<file path="config.mk">
export PLATFORM = sky130hd
export DESIGN_NAME = roman_numeral_led_placer
export DESIGN_NICKNAME = d
export VERILOG_FILES = /design/src/rtl/rnlp_pkg.sv /design/src/rtl/roman_numeral_led_placer.sv
export SDC_FILE = /design/constraint.sdc
export NUM_CORES = 1
export LEC_CHECK = 0
export BUFFER_PORTS_ARGS = -buffer_cell sky130_fd_sc_hd__buf_2
export CAP_MARGIN = 20
export CORE_UTILIZATION = 59
export DETAILED_ROUTE_END_ITERATION = 8
export HOLD_SLACK_MARGIN = 0.12
export PLACE_DENSITY = 0.82
export SKIP_CTS_REPAIR_TIMING = 1
export SYNTH_ARGS = -nofsm -noshare
export SYNTH_HDL_FRONTEND = slang
export SYNTH_SLANG_ARGS = --single-unit
</file>
<file path="constraint.sdc">
create_clock -name clk -period 4.07 [get_ports clk]
set_input_delay 0.814 -clock clk [delete_from_list [all_inputs] [get_ports clk]]
set_output_delay 0.814 -clock clk [all_outputs]
set_load 0.1 [all_outputs]
</file>
<file path="src/rtl/rnlp_pkg.sv">
// Package with the symbol codes, numeral table and register map of the Roman numeral LED placer.
`default_nettype none
package rnlp_pkg;

  localparam int unsigned LED_COUNT_DEFAULT = 60;
  localparam int unsigned MAX_SYMBOLS = 8;
  localparam int unsigned TABLE_LAST = 6;
  localparam logic [6:0] NUMBER_MAX = 7'd99;

  localparam logic [23:0] COLOUR_ONE_RESET = 24'h0000FF;
  localparam logic [23:0] COLOUR_FIVE_RESET = 24'h008000;
  localparam logic [23:0] COLOUR_TEN_RESET = 24'hFF0000;
  localparam logic [23:0] COLOUR_FIFTY_RESET = 24'hFFFF00;

  localparam logic [7:0] REG_COLOUR_ONE = 8'd0;
  localparam logic [7:0] REG_COLOUR_FIVE = 8'd1;
  localparam logic [7:0] REG_COLOUR_TEN = 8'd2;
  localparam logic [7:0] REG_COLOUR_FIFTY = 8'd3;

  typedef enum logic [1:0] {
    SYM_I,
    SYM_V,
    SYM_X,
    SYM_L
  } sym_t;

  typedef struct packed {
    logic [5:0] value;
    sym_t first;
    logic two;
    sym_t second;
  } entry_t;

  typedef enum logic [1:0] {
    ST_IDLE,
    ST_CONVERT,
    ST_CENTER,
    ST_EMIT
  } state_t;

  function automatic entry_t table_entry(input logic [2:0] k);
    entry_t e;
    unique case (k)
      3'd0: e = '{value: 6'd50, first: SYM_L, two: 1'b0, second: SYM_I};
      3'd1: e = '{value: 6'd40, first: SYM_X, two: 1'b1, second: SYM_L};
      3'd2: e = '{value: 6'd10, first: SYM_X, two: 1'b0, second: SYM_I};
      3'd3: e = '{value: 6'd9, first: SYM_I, two: 1'b1, second: SYM_X};
      3'd4: e = '{value: 6'd5, first: SYM_V, two: 1'b0, second: SYM_I};
      3'd5: e = '{value: 6'd4, first: SYM_I, two: 1'b1, second: SYM_V};
      default: e = '{value: 6'd1, first: SYM_I, two: 1'b0, second: SYM_I};
    endcase
    return e;
  endfunction

endpackage
`default_nettype wire

</file>
<file path="src/rtl/roman_numeral_led_placer.sv">
// Top level of the Roman numeral LED placer: converter, centering and LED write sequencer.
//
// An input item on the s_ channel carries a number, a section start and a section length.
// The number (clamped to 99) is broken into Roman symbols by greedy subtraction, and one
// LED write per symbol leaves on the m_ channel, in reading order, with m_tlast on the last.
// A number of zero gives no output item at all.
// The cfg channel writes the four symbol colours; it is always ready and must only be
// used while the block is idle.
// One item is worked at a time and s_tready is high only when the block is idle.
// Conversion runs one step of a shared compare-and-subtract unit per cycle over the
// numeral table, then the centered start is computed in its own state, ST_CENTER.
// The writes then leave from an output register, one per cycle while the receiver is ready.
// When the receiver stalls, the output register holds its write and the sequencer waits.
// Synchronous reset returns the block to idle, drops m_tvalid and restores the default
// colours.
`default_nettype none
module roman_numeral_led_placer #(
  parameter int unsigned LED_COUNT = rnlp_pkg::LED_COUNT_DEFAULT
) (
  input  wire logic        clk,
  input  wire logic        rst,
  input  wire logic        s_tvalid,
  output logic             s_tready,
  input  wire logic [23:0] s_tdata,  // number[6:0], start_index[14:7], section_length[22:15], 0
  output logic             m_tvalid,
  input  wire logic        m_tready,
  output logic [31:0]      m_tdata,  // led_index[7:0], colour[31:8]
  output logic             m_tuser,  // index_ok
  output logic             m_tlast,
  input  wire logic        cfg_valid,
  output logic             cfg_ready,
  input  wire logic [7:0]  cfg_index,
  input  wire logic [23:0] cfg_data
);

  localparam logic [7:0] LedCount = LED_COUNT[7:0];

  rnlp_pkg::state_t state, state_next;
  logic [6:0] num, num_next;
  logic [2:0] k, k_next;
  logic [3:0] count, count_next;
  logic [3:0] pos, pos_next;
  logic [7:0] start, start_next;
  logic [7:0] length;
  logic m_tvalid_next;
  logic [7:0] led_index, led_index_next;
  logic [23:0] colour, colour_next;
  logic index_ok, index_ok_next;
  logic last, last_next;

  logic [23:0] colour_one, colour_five, colour_ten, colour_fifty;
  rnlp_pkg::sym_t syms [rnlp_pkg::MAX_SYMBOLS];

  rnlp_pkg::entry_t entry;
  logic [7:0] sub;
  logic push_one, push_two;
  logic load;
  logic [8:0] diff;
  logic [6:0] number_in;

  assign cfg_ready = 1'b1;
  assign s_tready = (state == rnlp_pkg::ST_IDLE);
  assign m_tdata = {colour, led_index};
  assign m_tuser = index_ok;
  assign m_tlast = last;

  assign number_in = (s_tdata[6:0] > rnlp_pkg::NUMBER_MAX) ? rnlp_pkg::NUMBER_MAX
                                                         : s_tdata[6:0];
  assign entry = rnlp_pkg::table_entry(k);
  assign sub = {1'b0, num} - {2'b00, entry.value};
  assign diff = {1'b0, length} - {4'b0000, count, 1'b0};

  always_comb begin
    state_next = state;
    num_next = num;
    k_next = k;
    count_next = count;
    pos_next = pos;
    start_next = start;
    led_index_next = led_index;
    colour_next = colour;
    index_ok_next = index_ok;
    last_next = last;
    push_one = 1'b0;
    push_two = 1'b0;
    load = 1'b0;
    unique case (state)
      rnlp_pkg::ST_IDLE: begin
        if (s_tvalid) begin
          num_next = number_in;
          start_next = s_tdata[14:7];
          k_next = '0;
          count_next = '0;
          pos_next = '0;
          state_next = rnlp_pkg::ST_CONVERT;
        end
      end
      rnlp_pkg::ST_CONVERT: begin
        if (num == '0) begin
          state_next = rnlp_pkg::ST_CENTER;
        end else if (!sub[7]) begin
          num_next = sub[6:0];
          push_one = (count < 4'(rnlp_pkg::MAX_SYMBOLS));
          push_two = entry.two && (count + 4'd1 < 4'(rnlp_pkg::MAX_SYMBOLS));
          count_next = count + {3'b000, push_one} + {3'b000, push_two};
        end else begin
          k_next = k + 3'd1;
        end
      end
      rnlp_pkg::ST_CENTER: begin
        start_next = start + diff[8:1];
        state_next = rnlp_pkg::ST_EMIT;
      end
      rnlp_pkg::ST_EMIT: begin
        if (!m_tvalid || m_tready) begin
          if (pos < count) begin
            load = 1'b1;
            led_index_next = LedCount - start;
            index_ok_next = (led_index_next < LedCount);
            last_next = (pos + 4'd1 == count);
            case (syms[pos[2:0]])
              rnlp_pkg::SYM_I: colour_next = colour_one;
              rnlp_pkg::SYM_V: colour_next = colour_five;
              rnlp_pkg::SYM_X: colour_next = colour_ten;
              default: colour_next = colour_fifty;
            endcase
            start_next = start + 8'd2;
            pos_next = pos + 4'd1;
          end else begin
            state_next = rnlp_pkg::ST_IDLE;
          end
        end
      end
      default: state_next = rnlp_pkg::ST_IDLE;
    endcase
    m_tvalid_next = load ? 1'b1 : (m_tready ? 1'b0 : m_tvalid);
  end

  always_ff @(posedge clk) begin
    if (rst) begin
      state <= rnlp_pkg::ST_IDLE;
      m_tvalid <= 1'b0;
      count <= '0;
      pos <= '0;
    end else begin
      state <= state_next;
      m_tvalid <= m_tvalid_next;
      count <= count_next;
      pos <= pos_next;
    end
  end

  always_ff @(posedge clk) begin
    num <= num_next;
    k <= k_next;
    start <= start_next;
    led_index <= led_index_next;
    colour <= colour_next;
    index_ok <= index_ok_next;
    last <= last_next;
    if (state == rnlp_pkg::ST_IDLE && s_tvalid) begin
      length <= s_tdata[22:15];
    end
    if (push_one) begin
      syms[count[2:0]] <= entry.first;
    end
    if (push_two) begin
      syms[count[2:0] + 3'd1] <= entry.second;
    end
  end

  always_ff @(posedge clk) begin
    if (rst) begin
      colour_one <= rnlp_pkg::COLOUR_ONE_RESET;
      colour_five <= rnlp_pkg::COLOUR_FIVE_RESET;
      colour_ten <= rnlp_pkg::COLOUR_TEN_RESET;
      colour_fifty <= rnlp_pkg::COLOUR_FIFTY_RESET;
    end else if (cfg_valid && cfg_ready) begin
      unique case (cfg_index)
        rnlp_pkg::REG_COLOUR_ONE: colour_one <= cfg_data;
        rnlp_pkg::REG_COLOUR_FIVE: colour_five <= cfg_data;
        rnlp_pkg::REG_COLOUR_TEN: colour_ten <= cfg_data;
        rnlp_pkg::REG_COLOUR_FIFTY: colour_fifty <= cfg_data;
        default: ;
      endcase
    end
  end

`ifndef SYNTH
  a_idle_empty: assert property (@(posedge clk) disable iff (rst)
    (state == rnlp_pkg::ST_IDLE) |-> !m_tvalid)
    else $error("output item pending while idle");

  a_count_max: assert property (@(posedge clk) disable iff (rst)
    count <= 4'(rnlp_pkg::MAX_SYMBOLS))
    else $error("symbol count above maximum");

  a_pos_bound: assert property (@(posedge clk) disable iff (rst)
    (state == rnlp_pkg::ST_EMIT) |-> (pos <= count))
    else $error("emit position beyond symbol count");

  a_last_done: assert property (@(posedge clk) disable iff (rst)
    (m_tvalid && m_tready && m_tlast) |=> (state == rnlp_pkg::ST_IDLE))
    else $error("block not idle after final item");

  a_start_conv: assert property (@(posedge clk) disable iff (rst)
    (s_tvalid && s_tready) |=> (state == rnlp_pkg::ST_CONVERT && count == '0))
    else $error("conversion did not start after input item");
`endif

endmodule
`default_nettype wire
</file>
# After elaboration in Yosys (flattened, before gate mapping)
# Memory sizes are Yosys's and may differ from the RTL's. A register that Yosys moved wholly into a read port is not among the register bits.
# Cells that the tools add are included.
# W data, S select, Z words.
op_classes:
  magnitude_cmp: 5
  mux: 44
  reduce_logical: 23
  addsub: 11
  n_eq_ne: 22
op_table:
  columns: ["cell", "count"]
  rows:
  - ["$pmux W24 S3", 1]
  - ["$pmux W11 S6", 1]
  - ["$mux W7", 4]
  - ["$mux W8", 3]
  - ["$pmux W8 S3", 1]
  - ["$mux W4", 5]
  - ["$reduce_and A4 Y1", 5]
  - ["$eq A8 B2 Y1 const B", 2]
  - ["$ne A2 B2 Y1 const B", 8]
  - ["$pmux W4 S2", 2]
  - ["$mux W1", 15]
  - ["$mux W3", 5]
  - ["$pmux W7 S2", 1]
  - ["$sub A8 B5 Y9", 1]
  - ["$add A4 B1 Y4", 2]
  - ["$add A4 B1 Y4 const B", 2]
  - ["$add A8 B2 Y8 const B", 1]
  - ["$add A8 B8 Y8", 1]
  - ["$eq A8 B1 Y1 const B", 1]
  - ["$logic_not A8 Y1", 1]
  - ["$lt A4 B4 Y1 const B", 2]
  - ["$lt A8 B6 Y1 const B", 1]
  - ["$mux W2", 4]
  - ["$pmux W2 S4", 1]
  - ["other kinds (22)", 35]
word_totals:
  reg_bits: 167
  memories: 1
  inputBits: 61
  ram_bits: 16
  word_cells: 122
  out_inout_bits: 37
mem_list:
  columns: ["name", "depth", "width", "rd", "rd_ports_with_merged_regs", "wr", "line_no", "text"]
  rows:
  - ["syms", 8, 2, 1, 1, 2, "roman_numeral_led_placer.sv:52", "rnlp_pkg::sym_t syms [rnlp_pkg::MAX_SYMBOLS];"]

# Depth between registers and ports, before layout
# Gate-level depths: netlist of run 1.
logic_depth:
  word_depth: 8
  ltp_mapped: 14
  depth_no_buf: 14

# Worst setup path after synthesis of run 1
# No wires, ideal clock.
synth_path:
  kind: "register to register"
  start: "register count[2]"
  end: "register colour[0], enable pin"
  setup_time_ns: 0.425
  t_arrival_ns: 2.976
  path_slack_ns: 0.669
  synth_period_minus_slack_ns: 3.401
  path_stages_with_launch: 9
  t_required_ns: 3.645
  cell_sequence: "dfxtp_1 > clkbuf_1 > inv_1 > ha_1 > o21a_1 > o21a_1 > nor2_1 > nand2_1 > nor2_1"
synth_via:
  elab_chain_cells: 2
synth_rtl:
  columns: ["element", "line_no", "text"]
  rows:
  - ["start: declaration", "roman_numeral_led_placer.sv:41", "logic [3:0] count, count_next;"]
  - ["start signal: assignment", "roman_numeral_led_placer.sv:148", "count <= count_next;"]
  - ["$lt A4 B4 Y1", "roman_numeral_led_placer.sv:116", "if (pos < count) begin"]
  - ["$reduce_and A3 Y1 (no source line)", null, null]
  - ["end signal: assignment", "roman_numeral_led_placer.sv:158", "colour <= colour_next;"]
  - ["end: declaration", "roman_numeral_led_placer.sv:47", "logic [23:0] colour, colour_next;"]
# No other way between the ends.
# A chain may end at the register's enable or synchronous reset.

==> Implementation_results.wiki, run 1 <==
{| class="wikitable"
! Metric !! Value
|-
| Sequential element share of the synthesized area || 0.4866
|-
| Power density over cell area || 620.6 nW/um2
|-
| H-tree depth reported by CTS || 4
|-
| # fillers || 1126
|-
| Height of the die || 126.6 um
|-
| Maxcap violations || 0
|-
| Horizontal die dimension || 126.6 um
|-
| Clock tree skew after final layout || 13.94 ps
|-
| Share of synthesized registers carrying an async set or reset || 0
|-
| Area growth syn-to-layout || 13.56%
|-
| Number of distinct standard cells referenced by the synthesized netlist || 62
|-
| DRC violation count after routing || 0
|-
| Class of the tightest hold or removal check || reg -> reg
|-
| Detailed Place HPWL || 13010 um
|-
| Clock latency on the worst-skew pair || 430 ps
|-
| Root buf cell || clkbuf_16
|-
| Fmax || 0.3020 GHz
|-
| Final global-route overflow total || 0
|-
| Layout Nets || 1128
|-
| Count of endpoints failing setup in the final report || 0
|-
| Share of final-layout standard cells stronger than drive strength 1 || 0.1561
|-
| Post-synthesis sequential element count || 185
|-
| Main flop type after synthesis || dfxtp_1
|-
| Number of buffers between clock root and the deepest sink || 2
|-
| Total routed wirelength || 19860 um
|-
| Number of nets in the synthesized netlist || 1046
|-
| Area of the die || 16020 um2
|-
| Number of cell rows || 45
|-
| Arrival time of the worst setup path || 3490 ps
|-
| Clock-pin slew on the worst setup and hold paths || 70 ps
|-
| Reg2reg setup slack || 760 ps
|-
| CP Class || reg -> reg
|-
| RSZ-0062 raised after global routing || false
|-
| Outcome || complete, no violations
|-
| Mapped Avg Cell Area || 9.707 um2
|-
| Post-synth EDFFs || 75
|-
| Routed Antenna Nets || 0
|-
| Vias after detailed routing || 7130
|-
| Final cycle utilization of the critical path || 0.8135
|-
| GRT Total Usage || 0.2603
|-
| Number of vias per cell || 5.806
|-
| Core region area || 15150 um2
|-
| LEAKAGE || 4.095 nW
|-
| Critical Path Fanout Max || 9
|-
| Transition time of the tightest slew-check pin || 1104 ps
|-
| Headroom to the max-slew limit || 0.2640
|-
| Final Hold Slack || 453.1 ps
|-
| Number of hold violations in the final report || 0
|-
| Number of DRC violations after detailed-routing iteration 0 || 586
|-
| I/O pin count || 98
|-
| Routed WL per cell || 16.17 um
|-
| Number of instances in the synthesized netlist || 943
|-
| Pin count of the biggest net entering global routing || 71
|-
| Number of pins exceeding their max-slew limit in the final report || 0
|-
| Vias in the first global route || 6922
|-
| Worst ir drop on vdd || 0.6090 mV
|-
| Detailed-router iteration count before antenna repair || 4
|-
| Number of antenna violations at the first check in global routing || 1
|-
| Gpl congestion || 0.8705
|-
| Inserted Clock Buffers || 17
|-
| First-pass GRT wire length || 32860 um
|-
| TritonCTS Sinks || 185
|-
| Initial cell density of the core || 0.6044
|-
| Required time of the worst setup path || 4250 ps
|-
| Category of the worst setup path launch point || register
|-
| Netlist area before placement || 9154 um2
|-
| Warning count from the yosys run || 0
|-
| Buffers added on ports || 94
|-
| Clock period minus worst slack || 3311 ps
|-
| TritonCTS clock tree || built
|-
| Critical Path End Type || register
|-
| Final setup TNS || 0 ps
|}
Yosys cell counts, drive strengths merged (4+ instances only):
| master | count | area share |
|---|---|---|
| a211oi | 29 | 0.024 |
| a21oi | 84 | 0.046 |
| buf | 15 | 0.014 |
| clkbuf | 33 | 0.014 |
| dfxtp | 110 | 0.24 |
| edfxtp | 75 | 0.25 |
| fa | 4 | 0.0087 |
| ha | 38 | 0.052 |
| inv | 33 | 0.014 |
| mux2 | 9 | 0.011 |
| mux2i | 63 | 0.070 |
| mux4 | 4 | 0.011 |
| nand2 | 190 | 0.078 |
| nand2b | 6 | 0.0041 |
| nand3 | 38 | 0.021 |
| nor2 | 48 | 0.020 |
| nor2b | 31 | 0.021 |
| nor3 | 12 | 0.0082 |
| nor4 | 8 | 0.0055 |
| o21a | 5 | 0.0041 |
| o21ai | 28 | 0.015 |
| o221ai | 4 | 0.0038 |
| xnor2 | 17 | 0.016 |
| xor2 | 13 | 0.012 |
critical path: stages (launching register included):
cell and delay [ps]:
edfxtp_1 480, ha_1 270, ha_1 220, a211oi_1 300, ha_1 200, o21a_1 130, o31a_1 260, o211ai_4 160
or3_1 430, nor3_2 250, mux2_2 370
per-layer routing:
layer  wire [um]  vias up  global-route usage
met5           0        -                   0
met4         474        0              0.1162
met3        1073       41             0.04892
li1            -     3487                   -
met1        8417     3399              0.3186
met2        9896      203              0.4482
final timing paths:
check,from,to,cells after the start
max reg2reg,k[0],syms[0][0],10
min,colour_fifty[0],colour_fifty[0],2
min reg2reg,colour_fifty[0],colour_fifty[0],2
max,k[0],syms[0][0],10
cell usage in the layout, fill, tap and decap left out, types with 27 or more instances in the layout:
cell and instances:
nand2_1 190, dfxtp_1 110, buf_2 94, a21oi_1 84, edfxtp_1 75, mux2i_1 61
nor2_1 47, nand3_1 38, ha_1 38, inv_1 32, nor2b_1 31, a211oi_1 29
o21ai_0 27
through the flow:
| step | std cells | power (W) | worst slack (ps) | area, um2 | utilization |
|---|---|---|---|---|---|
| floorplan | 943 | 0.004266 | 669.3 | 9154 | - |
| global placement | 1194 | 0.004708 | 870.5 | 9783 | 0.6459 |
| detailed placement | 1194 | 0.004785 | 778.1 | 9783 | 0.6459 |
| CTS | 1226 | 0.006457 | 759.1 | 10390 | 0.6860 |
| global route | 1226 | 0.006828 | 481.4 | 10390 | 0.6860 |
| finish | 1228 | 0.006451 | 759.2 | 10400 | 0.6863 |
report_power, final:
| part | total (W) | internal [W] | switching (W) |
|---|---|---|---|
| combinational | 0.00237 | 0.000958 | 0.00141 |
| clock | 0.00168 | 0.000964 | 0.000717 |
| sequential | 0.00240 | 0.00225 | 0.000155 |
| total | 0.00645 | 0.00417 | 0.00228 |
flip-flops by register name, indices dropped and copies added, names as in the netlist, named ones only:
name and cells:
m_tvalid 1, led_index 8, k 3, start 8
colour_five 24, state 2, colour 24, pos 4
length 7, num 7, m_tuser 1, syms 16
colour_one 24, colour_ten 24, m_tlast 1, count 4
colour_fifty 24
cell families after synthesis:
logic type	synth area share
compound gates	0.1180
xor+xnor	0.02870
fa+ha+maj	0.06069
buf+inv	0.04060
flops	0.4866
mux	0.09281
other cells	0.0004097
simple gates	0.1722
layout make-up:
type / instances / area (um2) / share of cell area
antenna: 2 / 5.005 / 0.0004815
timing repair buffer: 111 / 610.6 / 0.05874
tap: 188 / 235.2 / 0.02263
inverter: 33 / 123.9 / 0.01192
multi-input combinational: 677 / 4359 / 0.4194
sequential: 185 / 4454 / 0.4285
clock buffer: 23 / 510.5 / 0.04911
clock inverter: 9 / 96.34 / 0.009268
No activity file was read; power rests on OpenSTA's default activity.
==> run 2: changes to the inputs <==
--- a/config.mk
+++ b/config.mk
@@ -7,10 +7,10 @@
 export LEC_CHECK = 0
 export BUFFER_PORTS_ARGS = -buffer_cell sky130_fd_sc_hd__buf_2
 export CAP_MARGIN = 20
-export CORE_UTILIZATION = 59
+export CORE_UTILIZATION = 53
 export DETAILED_ROUTE_END_ITERATION = 8
 export HOLD_SLACK_MARGIN = 0.12
-export PLACE_DENSITY = 0.82
+export PLACE_DENSITY = 0.78
 export SKIP_CTS_REPAIR_TIMING = 1
 export SYNTH_ARGS = -nofsm -noshare
 export SYNTH_HDL_FRONTEND = slang
==> constraint.sdc (replaced) <==
create_clock -name clk -period 2.9 [get_ports clk]
set_input_delay 0.58 -clock clk [delete_from_list [all_inputs] [get_ports clk]]
set_output_delay 0.58 -clock clk [all_outputs]
set_load 0.1 [all_outputs]
==> run 2 against run 1 <==
- the run now ends with setup timing left
- first-iteration DRC count down 11%
- combinational power up 63%
- non-clock buffer count up 36
- sequential share of layout area down 2.0 points
- clock skew down 4.2 ps
- routed wire length up 3.2%
- critical path type unchanged
- largest cell class is now multi-input gates
- highest routed layer is now met5
==> Implementation_results.wiki, run 2 (same netlist as run 1, synthesis figures left out) <==
{| class="wikitable"
! Metric !! Value
|-
| Number of hold violations in the final report || 0 (unchanged)
|-
| Number of vias per cell || 5.581 (was 5.806)
|-
| Area growth syn-to-layout || 19.19% (was 13.56%)
|-
| Final core occ || 0.6533 (was 0.6863)
|-
| Buffers added on ports || 94 (unchanged)
|-
| Initial cell density of the core || 0.5481 (was 0.6044)
|-
| DRC violation count after routing || 0 (unchanged)
|-
| Final cycle utilization of the critical path || 1.023 (was 0.8135)
|-
| Pin count of the biggest net entering global routing || 71 (unchanged)
|-
| Highest cell delay on the worst timing path || 470 ps (was 480 ps)
|-
| Area of the die || 17800 um2 (was 16020 um2)
|-
| Post-detailed-placement cell area || 10080 um2 (was 9783 um2)
|-
| Total routed wirelength || 20500 um (was 19860 um)
|-
| Outcome || finished with violations (was complete, no violations)
|-
| Fmax || 0.3371 GHz (was 0.3020 GHz)
|-
| Category of the worst setup path launch point || register (unchanged)
|-
| Height of the die || 133.4 um (was 126.6 um)
|-
| Number of buffers and inverters on the critical path || 1 (was 0)
|-
| Headroom to the max-slew limit || 0.4703 (was 0.2640)
|-
| Final setup TNS || -149.0 ps (was 0 ps)
|-
| Worst ir drop on vdd || 0.7218 mV (was 0.6090 mV)
|-
| Final global-route overflow total || 0 (unchanged)
|-
| Sequence of cells on the critical path || buf_6, ha_4, ha_4, a211oi_2, ha_1, o21a_1, o31a_1, o211ai_4, or3_4, nor3_4, mux2_4 (was ha_1, ha_1, a211oi_1, ha_1, o21a_1, o31a_1, o211ai_4, or3_1, nor3_2, mux2_2)
|-
| RSZ-0062 raised after global routing || true (was false)
|-
| Clock tree skew after final layout || 9.789 ps (was 13.94 ps)
|-
| Post-Layout Inst Area || 10910 um2 (was 10400 um2)
|-
| Critical Path End Type || register (unchanged)
|-
| Maxcap violations || 0 (unchanged)
|-
| First-pass GRT wire length || 32840 um (was 32860 um)
|-
| Inserted Clock Buffers || 17 (unchanged)
|-
| Layout Nets || 1164 (was 1128)
|-
| Class of the tightest hold or removal check || in -> reg (was reg -> reg)
|-
| TritonCTS Sinks || 185 (unchanged)
|-
| Clock latency on the worst-skew pair || 440 ps (was 430 ps)
|-
| Required time of the worst setup path || 3090 ps (was 4250 ps)
|-
| Root buf cell || clkbuf_16 (unchanged)
|-
| Count of endpoints failing setup in the final report || 4 (was 0)
|-
| GRT Total Usage || 0.2314 (was 0.2603)
|-
| CP Class || reg -> reg (unchanged)
|-
| Most common cell after layout, fill and taps aside || nand2_1 (unchanged)
|-
| Number of buffers between clock root and the deepest sink || 2 (unchanged)
|-
| TritonCTS clock tree || built (unchanged)
|-
| Share of final-layout standard cells stronger than drive strength 1 || 0.2151 (was 0.1561)
|-
| Transition time of the tightest slew-check pin || 794.5 ps (was 1104 ps)
|-
| Detailed Place HPWL || 13030 um (was 13010 um)
|-
| Most common cell on crit path || ha_4 (was ha_1)
|-
| Failing checks || setup timing
|-
| Sum of internal, switching and leakage power || 0.009606 W (was 0.006451 W)
|-
| Routed Antenna Nets || 0 (unchanged)
|-
| Number of antenna violations at the first check in global routing || 1 (unchanged)
|-
| Vias after detailed routing || 7227 (was 7130)
|-
| Number of cell rows || 47 (was 45)
|-
| Leading cell types in the layout, fill and taps excluded || 190 x nand2_1, 110 x dfxtp_1, 94 x buf_2 (unchanged)
|-
| Clock period minus worst slack || 2967 ps (was 3311 ps)
|-
| Power density over cell area || 880.4 nW/um2 (was 620.6 nW/um2)
|-
| Horizontal die dimension || 133.4 um (was 126.6 um)
|-
| I/O pin count || 98 (unchanged)
|-
| Vias in the first global route || 6795 (was 6922)
|-
| Routed WL per cell || 15.83 um (was 16.17 um)
|-
| Critical Path Fanout Max || 5 (was 9)
|-
| Gpl congestion || 0.8493 (was 0.8705)
|-
| Cell family with the largest share of critical-path delay || compound AO/OA/AOI/OAI gates (unchanged)
|-
| Cell type of the slowest stage on the worst timing path || edfxtp_1 (unchanged)
|-
| Core region area || 16700 um2 (was 15150 um2)
|-
| Worst path setup slack after routing || -66.64 ps (was 759.2 ps)
|-
| Arrival time of the worst setup path || 3160 ps (was 3490 ps)
|-
| LEAKAGE || 4.291 nW (was 4.095 nW)
|-
| Clock-pin slew on the worst setup and hold paths || 80 ps (was 70 ps)
|-
| Number of pins exceeding their max-slew limit in the final report || 0 (unchanged)
|-
| Detailed-router iteration count before antenna repair || 5 (was 4)
|-
| H-tree depth reported by CTS || 4 (unchanged)
|-
| Final Hold Slack || 319.4 ps (was 453.1 ps)
|-
| Number of DRC violations after detailed-routing iteration 0 || 520 (was 586)
|}
[run 2: path summary, 6_finish.rpt]
kind	from	endpoint	slack, ps	depth (start not counted)
setup / recovery	k[0]	syms[0][0]	-70	11
hold / removal	s_tdata[21]	length[6]	320	1
setup reg to reg	k[0]	syms[0][0]	-70	11
hold reg to reg	colour_fifty[1]	colour_fifty[1]	460	2
[run 2: per-layer routing]
metal / GRT usage / routed length [um]
met1: 0.3031 / 9107
met2: 0.3845 / 9978
met3: 0.04033 / 1026
met4: 0.08396 / 376
met5: 0 / 13
[run 2: area by class of cell]
| cell class | instances | area [um2] |
|---|---|---|
| fillers | 1357 | 5791 |
| multi-input cells | 677 | 4526 |
| flip-flops and latches | 185 | 4454 |
| repair buffers | 147 | 908.4 |
| clock buffers | 17 | 425.4 |
| well taps | 220 | 275.3 |
| clock inverters | 15 | 195.2 |
| inverters | 33 | 123.9 |
| diodes | 1 | 2.502 |
[run 2: worst register-to-register path: stages (launching register included)]
cell and delay, ps:
edfxtp_1 470, buf_6 160, ha_4 150, ha_4 150
a211oi_2 200, ha_1 170, o21a_1 120, o31a_1 220
o211ai_4 140, or3_4 430, nor3_4 190, mux2_4 320
[run 2: metrics by stage]
step	instances	worst slack, ps
final	1295	-66.64
after global routing	1294	-168.0
after CTS	1287	-84.69
after detailed placement	1255	-62.08
after global placement	1255	-1.218
after floorplan	943	5.249
[run 2: report_power, final]
group / internal [W] / total (W) / switching, W
clock: 0.00119 / 0.00238 / 0.00118
sequential: 0.00315 / 0.00337 / 0.000218
combinational: 0.00169 / 0.00386 / 0.00216
